$ cat config.mk
export PLATFORM = sky130hd
export DESIGN_NAME = morton_texture_swizzle_copy_top
export DESIGN_NICKNAME = d
export VERILOG_FILES = /design/src/hw/rtl/mtsc_pkg.sv /design/src/hw/rtl/morton_texture_swizzle_copy_top.sv
export SDC_FILE = /design/constraint.sdc
export NUM_CORES = 1
export LEC_CHECK = 0
export ABC_AREA = 0
export BUFFER_PORTS_ARGS = -buffer_cell sky130_fd_sc_hd__buf_2
export CORE_ASPECT_RATIO = 1.75
export CORE_MARGIN = 2
export CORE_UTILIZATION = 50
export CTS_CLUSTER_DIAMETER = 40
export DETAILED_ROUTE_END_ITERATION = 8
export GPL_ROUTABILITY_DRIVEN = 0
export PLACE_DENSITY = 0.8
export RECOVER_POWER = 100
export SETUP_SLACK_MARGIN = 0.5
export SKIP_CTS_REPAIR_TIMING = 1
export SYNTH_ARGS = -nofsm -noshare
export SYNTH_HDL_FRONTEND = slang
export SYNTH_SLANG_ARGS = --single-unit
$ cat constraint.sdc
create_clock -name clock -period 14.1 [get_ports clock]
set_clock_uncertainty 0.05 [all_clocks]
set_input_delay 2.115 -clock clock [delete_from_list [all_inputs] [get_ports clock]]
set_output_delay 2.115 -clock clock [all_outputs]
set_load 0.1 [all_outputs]
$ cat src/hw/rtl/mtsc_pkg.sv
// shared constants, register indexes and bit-twiddling helpers for the
// z-order texture swizzle copy block; no dependencies
package mtsc_pkg;

   localparam int unsigned MAX_TEX_DIM = 4096;

   localparam int unsigned COORD_W  = 12;
   localparam int unsigned DIM_W    = 13;
   localparam int unsigned TILE_W   = 4;
   localparam int unsigned PSIZE_W  = 3;
   localparam int unsigned TWID_W   = 32;
   localparam int unsigned SRC_W    = 28;
   localparam int unsigned DATA_W   = 64;
   localparam int unsigned CSR_IDX_W  = 3;
   localparam int unsigned CSR_DATA_W = 13;

   // register indexes on the csr port
   localparam logic [CSR_IDX_W-1:0] REG_ORIGIN_X    = 3'd0;
   localparam logic [CSR_IDX_W-1:0] REG_ORIGIN_Y    = 3'd1;
   localparam logic [CSR_IDX_W-1:0] REG_RECT_WIDTH  = 3'd2;
   localparam logic [CSR_IDX_W-1:0] REG_RECT_HEIGHT = 3'd3;
   localparam logic [CSR_IDX_W-1:0] REG_SRC_STRIDE  = 3'd4;
   localparam logic [CSR_IDX_W-1:0] REG_TILE_LOG2   = 3'd5;
   localparam logic [CSR_IDX_W-1:0] REG_PIXEL_LOG2  = 3'd6;
   localparam logic [CSR_IDX_W-1:0] REG_ETC_SWAP    = 3'd7;

   // effective pixel size codes
   localparam logic [PSIZE_W-1:0] PSIZE_1B  = 3'd0;
   localparam logic [PSIZE_W-1:0] PSIZE_2B  = 3'd1;
   localparam logic [PSIZE_W-1:0] PSIZE_4B  = 3'd2;
   localparam logic [PSIZE_W-1:0] PSIZE_16B = 3'd4;

   localparam logic [TWID_W-1:0] X_BITS = 32'hAAAA_AAAA;
   localparam logic [TWID_W-1:0] Y_BITS = 32'h5555_5555;

   localparam logic [DIM_W-1:0] DIM_ONE = 13'd1;
   localparam logic [DIM_W-1:0] DIM_MAX = DIM_W'(MAX_TEX_DIM);

   typedef struct packed {
      logic [COORD_W-1:0] origin_x;
      logic [COORD_W-1:0] origin_y;
      logic [DIM_W-1:0]   rect_width;
      logic [DIM_W-1:0]   rect_height;
      logic [DIM_W-1:0]   source_stride;
      logic [TILE_W-1:0]  tile_log2;
      logic [PSIZE_W-1:0] pixel_bytes_log2;
      logic               etc_swap;
   } csr_type;

   // spread the 12 coordinate bits onto the even bit positions
   function automatic logic [TWID_W-1:0] spread_bits(input logic [COORD_W-1:0] c);
      logic [TWID_W-1:0] v;
      v = {{(TWID_W-COORD_W){1'b0}}, c} & 32'h0000_ffff;
      v = (v ^ (v << 8)) & 32'h00ff_00ff;
      v = (v ^ (v << 4)) & 32'h0f0f_0f0f;
      v = (v ^ (v << 2)) & 32'h3333_3333;
      v = (v ^ (v << 1)) & 32'h5555_5555;
      return v;
   endfunction

   function automatic logic [31:0] swap_word(input logic [31:0] w);
      return {w[7:0], w[15:8], w[23:16], w[31:24]};
   endfunction

   // zero reads as one, anything above the texture limit saturates
   function automatic logic [DIM_W-1:0] eff_dim(input logic [DIM_W-1:0] d);
      logic [DIM_W-1:0] r;
      r = d;
      if (d == '0) begin
         r = DIM_ONE;
      end else if (d > DIM_MAX) begin
         r = DIM_MAX;
      end
      return r;
   endfunction

   function automatic logic [PSIZE_W-1:0] eff_psize(input logic [PSIZE_W-1:0] p);
      return (p > PSIZE_16B) ? PSIZE_16B : p;
   endfunction

   // bits at and above the tile area count linearly
   function automatic logic [TWID_W-1:0] high_mask(input logic [TILE_W-1:0] tl);
      logic [TWID_W-1:0] area;
      area = TWID_W'(1) << {tl, 1'b0};
      return ~(area - TWID_W'(1));
   endfunction

   function automatic logic [DATA_W-1:0] lo_mask(input logic [PSIZE_W-1:0] ps);
      logic [DATA_W-1:0] m;
      case (ps)
         PSIZE_1B: m = 64'h0000_0000_0000_00ff;
         PSIZE_2B: m = 64'h0000_0000_0000_ffff;
         PSIZE_4B: m = 64'h0000_0000_ffff_ffff;
         default:  m = '1;
      endcase
      return m;
   endfunction

endpackage

$ cat src/hw/rtl/morton_texture_swizzle_copy_top.sv
// top level of the z-order texture swizzle copy block: csr bank, traversal
// counters and result register; depends on mtsc_pkg
//
// The block takes source pixels of a rectangle in raster order, one item per
// cycle, and for each returns the byte offset in a z-order swizzled texture,
// the linear source byte offset, the pixel data (each 32-bit word of the low
// half byte-reversed in etc mode, masked to the pixel width) and a last flag
// on the final pixel. Throughput is one item per clock while req_stall is low;
// rsp_valid rises in the cycle after accept, set by the single result register.
// The result register is reloaded in the cycle it is taken, so req_stall is only
// high while a result sits in it and rsp_stall is high. Any csr write rearms the
// walk at the rectangle origin; write csrs only while no item is in flight.
// After the last pixel the counters rearm on their own.
module morton_texture_swizzle_copy_top
   import mtsc_pkg::*;
(
   input  logic                  clock,
   input  logic                  reset,
   // csr write port
   input  logic                  csr_wr_en,
   input  logic [CSR_IDX_W-1:0]  csr_index,
   input  logic [CSR_DATA_W-1:0] csr_wr_data,
   // pixel items in
   input  logic                  req_valid,
   output logic                  req_stall,
   input  logic [DATA_W-1:0]     req_pixel_lo,
   input  logic [DATA_W-1:0]     req_pixel_hi,
   // result items out
   output logic                  rsp_valid,
   input  logic                  rsp_stall,
   output logic [TWID_W-1:0]     rsp_dest_offset,
   output logic [SRC_W-1:0]      rsp_source_offset,
   output logic [DATA_W-1:0]     rsp_out_lo,
   output logic [DATA_W-1:0]     rsp_out_hi,
   output logic                  rsp_last
);

   // csr bank
   csr_type csr_ff, csr_in;

   // traversal state
   logic [TWID_W-1:0] x_twiddle_ff, x_twiddle_in;
   logic [TWID_W-1:0] y_twiddle_ff, y_twiddle_in;
   logic [DIM_W-1:0]  column_count_ff, column_count_in;
   logic [DIM_W-1:0]  row_count_ff, row_count_in;
   logic [SRC_W-1:0]  row_base_ff, row_base_in;

   // result register
   logic              rsp_valid_ff, rsp_valid_in;
   logic [TWID_W-1:0] dest_ff, dest_in;
   logic [SRC_W-1:0]  src_ff, src_in;
   logic [DATA_W-1:0] lo_ff, lo_in;
   logic [DATA_W-1:0] hi_ff, hi_in;
   logic              last_ff, last_in;

   // derived settings
   logic [PSIZE_W-1:0] ps;
   logic [DIM_W-1:0]   w_eff, h_eff;
   logic [TWID_W-1:0]  hm, xmask, ymask;
   logic [TWID_W-1:0]  x_start;
   logic               req_acc;
   logic               row_end, rect_end;
   logic [DATA_W-1:0]  lo_sw;

   assign ps      = eff_psize(csr_ff.pixel_bytes_log2);
   assign w_eff   = eff_dim(csr_ff.rect_width);
   assign h_eff   = eff_dim(csr_ff.rect_height);
   assign hm      = high_mask(csr_ff.tile_log2);
   assign xmask   = X_BITS | hm;
   assign ymask   = Y_BITS | hm;
   assign x_start = spread_bits(csr_ff.origin_x) << 1;

   // result register frees up in the cycle it is taken
   assign req_stall = rsp_valid_ff & rsp_stall;
   assign req_acc   = req_valid & ~req_stall;

   assign row_end  = ({1'b0, column_count_ff} + 14'd1) >= {1'b0, w_eff};
   assign rect_end = ({1'b0, row_count_ff} + 14'd1) >= {1'b0, h_eff};

   // result payload for the item at the head of the walk
   always_comb begin
      lo_sw = req_pixel_lo;
      if (csr_ff.etc_swap) begin
         lo_sw = {swap_word(req_pixel_lo[63:32]), swap_word(req_pixel_lo[31:0])};
      end
      dest_in = (x_twiddle_ff + y_twiddle_ff) << ps;
      src_in  = row_base_ff + (SRC_W'(column_count_ff) << ps);
      lo_in   = lo_sw & lo_mask(ps);
      hi_in   = (ps == PSIZE_16B) ? req_pixel_hi : '0;
      last_in = row_end & rect_end;
   end

   assign rsp_valid_in = req_acc | (rsp_valid_ff & rsp_stall);

   // csr writes and counter stepping
   always_comb begin
      csr_in           = csr_ff;
      x_twiddle_in     = x_twiddle_ff;
      y_twiddle_in     = y_twiddle_ff;
      column_count_in  = column_count_ff;
      row_count_in     = row_count_ff;
      row_base_in      = row_base_ff;
      if (csr_wr_en) begin
         unique case (csr_index)
            REG_ORIGIN_X:    csr_in.origin_x         = csr_wr_data[COORD_W-1:0];
            REG_ORIGIN_Y:    csr_in.origin_y         = csr_wr_data[COORD_W-1:0];
            REG_RECT_WIDTH:  csr_in.rect_width       = csr_wr_data[DIM_W-1:0];
            REG_RECT_HEIGHT: csr_in.rect_height      = csr_wr_data[DIM_W-1:0];
            REG_SRC_STRIDE:  csr_in.source_stride    = csr_wr_data[DIM_W-1:0];
            REG_TILE_LOG2:   csr_in.tile_log2        = csr_wr_data[TILE_W-1:0];
            REG_PIXEL_LOG2:  csr_in.pixel_bytes_log2 = csr_wr_data[PSIZE_W-1:0];
            REG_ETC_SWAP:    csr_in.etc_swap         = csr_wr_data[0];
            default: csr_in = csr_ff;
         endcase
         // rearm at the origin with the new settings
         x_twiddle_in    = spread_bits(csr_in.origin_x) << 1;
         y_twiddle_in    = spread_bits(csr_in.origin_y);
         column_count_in = '0;
         row_count_in    = '0;
         row_base_in     = '0;
      end else if (req_acc) begin
         if (row_end) begin
            column_count_in = '0;
            x_twiddle_in    = x_start;
            if (rect_end) begin
               // last pixel: back to the origin
               y_twiddle_in = spread_bits(csr_ff.origin_y);
               row_count_in = '0;
               row_base_in  = '0;
            end else begin
               row_count_in = row_count_ff + DIM_ONE;
               y_twiddle_in = (y_twiddle_ff - ymask) & ymask;
               row_base_in  = row_base_ff + (SRC_W'(csr_ff.source_stride) << ps);
            end
         end else begin
            column_count_in = column_count_ff + DIM_ONE;
            x_twiddle_in    = (x_twiddle_ff - xmask) & xmask;
         end
      end
   end

   always_ff @(posedge clock) begin
      if (reset) begin
         csr_ff.origin_x         <= '0;
         csr_ff.origin_y         <= '0;
         csr_ff.rect_width       <= DIM_ONE;
         csr_ff.rect_height      <= DIM_ONE;
         csr_ff.source_stride    <= DIM_ONE;
         csr_ff.tile_log2        <= '0;
         csr_ff.pixel_bytes_log2 <= PSIZE_4B;
         csr_ff.etc_swap         <= 1'b0;
         x_twiddle_ff            <= '0;
         y_twiddle_ff            <= '0;
         column_count_ff         <= '0;
         row_count_ff            <= '0;
         row_base_ff             <= '0;
         rsp_valid_ff            <= 1'b0;
      end else begin
         csr_ff          <= csr_in;
         x_twiddle_ff    <= x_twiddle_in;
         y_twiddle_ff    <= y_twiddle_in;
         column_count_ff <= column_count_in;
         row_count_ff    <= row_count_in;
         row_base_ff     <= row_base_in;
         rsp_valid_ff    <= rsp_valid_in;
      end
   end

   // payload needs no reset
   always_ff @(posedge clock) begin
      if (req_acc) begin
         dest_ff <= dest_in;
         src_ff  <= src_in;
         lo_ff   <= lo_in;
         hi_ff   <= hi_in;
         last_ff <= last_in;
      end
   end

   assign rsp_valid         = rsp_valid_ff;
   assign rsp_dest_offset   = dest_ff;
   assign rsp_source_offset = src_ff;
   assign rsp_out_lo        = lo_ff;
   assign rsp_out_hi        = hi_ff;
   assign rsp_last          = last_ff;

   // column position stays inside the row
   a_col_in_row: assert property (@(posedge clock) disable iff (reset)
      column_count_ff < w_eff)
      else $error("column count past row width");

   // row position stays inside the rectangle
   a_row_in_rect: assert property (@(posedge clock) disable iff (reset)
      row_count_ff < h_eff)
      else $error("row count past rectangle height");

   // x counter never carries bits outside its mask
   a_x_masked: assert property (@(posedge clock) disable iff (reset)
      (x_twiddle_ff & ~xmask) == '0)
      else $error("x twiddle off its bit lanes");

   // the last pixel rearms the walk
   a_last_rearms: assert property (@(posedge clock) disable iff (reset)
      (req_acc && last_in && !csr_wr_en) |=>
         (column_count_ff == '0 && row_count_ff == '0 && row_base_ff == '0))
      else $error("walk not rearmed after last pixel");

endmodule

==> flow_metrics.env <==
export IMPL_dpl_worst_slack_ns=8.640
export IMPL_die_height_um=292.0
export IMPL_rr_endpoint="rsp_source_offset[25]"
export IMPL_grt_first_pass_wirelength_um=118000
export IMPL_route_vias_total=22210
export IMPL_final_routed_drc_violation_total=0
export IMPL_routed_via_density=6.238
export IMPL_hold_start="csr_ff[65]"
export IMPL_ys_seq_elements=379
export IMPL_grt_total_usage_pct=30.69
export IMPL_yosys_cell_types_count=96
export IMPL_syn_avg_cell_area_um2=8.826
export IMPL_tritoncts_num_buffers=41
export IMPL_syn_area_um2=23690
export IMPL_floorplan_core_area_um2=46900
export IMPL_antenna_found_initial=14
export IMPL_maxSlewViolCount=595
export IMPL_timing_critical_path_from_type="primary input"
export IMPL_portBuffers=339
export IMPL_critPathCaptureType="flop"
export IMPL_syn_to_final_growth_pct=13.48
export IMPL_n_fill_cell=4127
export IMPL_top_level_ports=340
export IMPL_yosys_warnings=0
export IMPL_worstHoldPathCells=2
export IMPL_timing_hold_worst_class="reg -> reg"
export IMPL_finish_instance_area_um2=26880
export IMPL_1st_pass_router_iterations=7
export IMPL_power_per_cell_area_nw_per_um2=111.0
export IMPL_leakagePower_uw=0.01046
export IMPL_delay_of_the_slowest_critical_path_stage_ns=3.19
export IMPL_num_nets_final=3219
export IMPL_detailed_place_hpwl_um=58050
export IMPL_violations="capacitance limit, slew limit"
export IMPL_critical_path_slowest_cell="sky130_fd_sc_hd__clkinvlp_2"
export IMPL_fp_dieW_um=168.5
export IMPL_clk_latency_ns=0.57
export IMPL_worstHoldEndpoint="csr_ff[65]"
export IMPL_initial_utilization_pct=50.51
export IMPL_postPlaceCellArea_um2=25740
export IMPL_reg2reg_from="csr_ff[3]"
export IMPL_totalNegativeSetupSlack_ns=0
export IMPL_synth_largest_area_cell="sky130_fd_sc_hd__edfxtp_1"
export IMPL_worstMarginPinSlew_ns=4.492
export IMPL_ff2ff_path_depth=15
export IMPL_cts_root_buf="sky130_fd_sc_hd__clkbuf_16"
export IMPL_post_route_period_util_pct=65.78
export IMPL_r2r_slack_ns=6.03
export IMPL_clock_path_buffers=3
export IMPL_max_cap_viols=10
export IMPL_dominantRegCellSynth="sky130_fd_sc_hd__dfxtp_1"
export IMPL_placementRows=105
export IMPL_yosys_top_cells_area="sky130_fd_sc_hd__edfxtp_1, sky130_fd_sc_hd__dfxtp_1, sky130_fd_sc_hd__ha_1, sky130_fd_sc_hd__nand2_1, sky130_fd_sc_hd__a21oi_1"
export IMPL_tritoncts_num_sinks=379
export IMPL_criticalPathCategory="in -> reg"
export IMPL_synth_edf_count=189
export IMPL_finalCriticalPeriod_ns=9.275
export IMPL_detail_route_wl_per_cell_um=21.91
export IMPL_synth_top_cell_area_share_pct=23.96
export IMPL_initial_detailed_routing_violation_count=2375
export IMPL_hold_viol=0
export IMPL_report_final_setup_viol=0
export IMPL_path_cells="buf_2 > nand2_1 > nand2_1 > clkbuf_1 > clkinvlp_2 > nand2_1 > clkbuf_1 > buf_4 > nor4_1 > mux2i_1 > nand3_1"
export IMPL_grt_setup_unrepaired="false"
export IMPL_run_status="finished, violations left"
export IMPL_worst_slew_margin_relative_to_its_limit_pct=-199.5
export IMPL_fin_ws_ns=4.825
export IMPL_cp_max_fo=93
export IMPL_clock_tree_from_tritoncts="built"
export IMPL_postLayoutCoreUtil_pct=57.32
export IMPL_route_antenna_remaining_nets=0
export IMPL_maxClockFrequency_mhz=107.8
export IMPL_most_frequent_cell_on_the_critical_path="sky130_fd_sc_hd__nand2_1"
export IMPL_peakVddDrop_mv=0.07822
export IMPL_cts_clk_slew_worst_paths_ns=0.07
export IMPL_grt_overflow=0
export IMPL_layout_drive_gt1_share_pct=9.906
export IMPL_drt_wl_total_um=78000
export IMPL_critPathRequiredTime_ns=14.50
export IMPL_cts_htree_levels=2
export IMPL_number_of_global_route_vias_before_repair=21440
export IMPL_grt_max_degree=124
export IMPL_fin_worst_hold_slack_ns=0.4212
export IMPL_floorplan_die_area_um2=49210
export IMPL_synthArstFlopShare_pct=0
export IMPL_arrival_worst_endpoint_ns=9.68
export IMPL_synth_seq_area_share_pct=40.01
export IMPL_synth_cells=2684
power breakdown:
group          internal (µW)  switching [µW]
combinational            104             456
sequential              1210            32.3
clock                    685             498
final cells by class:
| type | count | area, µm² | share of cell area, % |
|---|---|---|---|
| Antenna cell | 5 | 12.51 | 0.04654 |
| Clock inverter | 31 | 400.4 | 1.489 |
| Sequential cell | 379 | 9484 | 35.28 |
| Clock buffer | 45 | 1084 | 4.031 |
| Multi-Input combinational cell | 2094 | 13380 | 49.77 |
| Tap cell | 588 | 735.7 | 2.737 |
| Timing Repair Buffer | 365 | 1583 | 5.888 |
| Inverter | 54 | 203.9 | 0.7586 |
per-layer routing:
metal / global-route usage (%) / up-vias / share of wire (%)
li1: - / 10210 / -
met1: 34.39 / 10330 / 35
met2: 49.68 / 1340 / 46
met3: 8.756 / 334 / 11
met4: 22.37 / 4 / 7.6
met5: 0 / - / 0.033
stage by stage:
stage	total power [µW]	cells
after floorplan	1682	2690
after global placement	1809	3480
after detailed placement	1818	3480
after CTS	2994	3556
after global routing	3063	3561
final	2983	3561
worst max-delay path, delay by kind of cell:
family,cells,cell delay [ns]
buf+inv,5,5.89
mux,1,0.27
simple gates,5,1.38
cells in the final DEF (no fill, tap or decap), types with 30 or more instances in the layout:
| master | netlist | final |
|---|---|---|
| sky130_fd_sc_hd__nand2_1 | 421 | 420 |
| sky130_fd_sc_hd__o21ai_0 | 121 | 121 |
| sky130_fd_sc_hd__a21o_1 | 47 | 47 |
| sky130_fd_sc_hd__and3_1 | 33 | 33 |
| sky130_fd_sc_hd__edfxtp_1 | 189 | 189 |
| sky130_fd_sc_hd__xor2_1 | 48 | 48 |
| sky130_fd_sc_hd__ha_1 | 131 | 131 |
| sky130_fd_sc_hd__a21oi_1 | 238 | 237 |
| sky130_fd_sc_hd__inv_1 | 52 | 51 |
| sky130_fd_sc_hd__xnor2_1 | 75 | 75 |
| sky130_fd_sc_hd__clkbuf_1 | 125 | 224 |
| sky130_fd_sc_hd__buf_2 | 15 | 128 |
| sky130_fd_sc_hd__and2_1 | 85 | 52 |
| sky130_fd_sc_hd__clkbuf_16 | 0 | 43 |
| sky130_fd_sc_hd__dfxtp_1 | 190 | 188 |
| sky130_fd_sc_hd__nand3_1 | 74 | 74 |
| sky130_fd_sc_hd__and2_0 | 0 | 33 |
| sky130_fd_sc_hd__nor2_1 | 228 | 227 |
| sky130_fd_sc_hd__mux2_2 | 34 | 30 |
| sky130_fd_sc_hd__mux2i_1 | 105 | 105 |
| sky130_fd_sc_hd__nor4_1 | 30 | 30 |
cells in the mapped netlist (21+ instances only):
cell	number
sky130_fd_sc_hd__nand2_1	421
sky130_fd_sc_hd__a21oi_1	238
sky130_fd_sc_hd__nor2_1	228
sky130_fd_sc_hd__dfxtp_1	190
sky130_fd_sc_hd__edfxtp_1	189
sky130_fd_sc_hd__ha_1	131
sky130_fd_sc_hd__clkbuf_1	125
sky130_fd_sc_hd__o21ai_0	121
sky130_fd_sc_hd__mux2i_1	105
sky130_fd_sc_hd__and2_1	85
sky130_fd_sc_hd__xnor2_1	75
sky130_fd_sc_hd__nand3_1	74
sky130_fd_sc_hd__inv_1	52
sky130_fd_sc_hd__xor2_1	48
sky130_fd_sc_hd__a21o_1	47
sky130_fd_sc_hd__mux2_2	34
sky130_fd_sc_hd__and3_1	33
sky130_fd_sc_hd__nor4_1	30
sky130_fd_sc_hd__nor3_1	27
sky130_fd_sc_hd__a211oi_1	26
sky130_fd_sc_hd__a31oi_1	24
sky130_fd_sc_hd__nand4_1	23
sky130_fd_sc_hd__nand2b_1	21
sky130_fd_sc_hd__nor2b_1	21
cells by family (layout without fill, tap and decap cells):
logic type                 count (synthesis)  in the layout  synth area share (%)
DFF                                      379            379                 40.01
AOI/OAI and AO/OA                        666            666                 18.26
xor gates and xnor gates                 123            123                 4.547
adders and majority gates                135            135                 7.257
buffers and inverters                    217            495                 3.644
muxes                                    143            143                 6.385
and+or+nand+nor                         1020           1020                 19.87
other                                      1             12               0.01583
sequential cells by signal, indices dropped and copies added, names as in the netlist:
signal and cells:
rsp_last 1, rsp_source_offset 28, column_count_ff 13, rsp_out_hi 64
rsp_valid 1, csr_ff 71, row_count_ff 13, rsp_out_lo 64
row_base_ff 28, y_twiddle_ff 32, x_twiddle_ff 32, rsp_dest_offset 32
how the worst max path moves through the flow:
stage | start | to | slack (ns) | depth (start not counted)
global route | rsp_stall | row_base_ff[20] | 4.35 | 11
detailed placement | reset | row_base_ff[16] | 8.64 | 7
CTS | rsp_stall | req_stall | 9.18 | 4
global placement | reset | row_base_ff[12] | 8.70 | 7
floorplan | rsp_stall | x_twiddle_ff[6] | 5.10 | 8
finish | rsp_stall | row_base_ff[20] | 4.82 | 11
No activity file was read; power rests on OpenSTA's default activity.
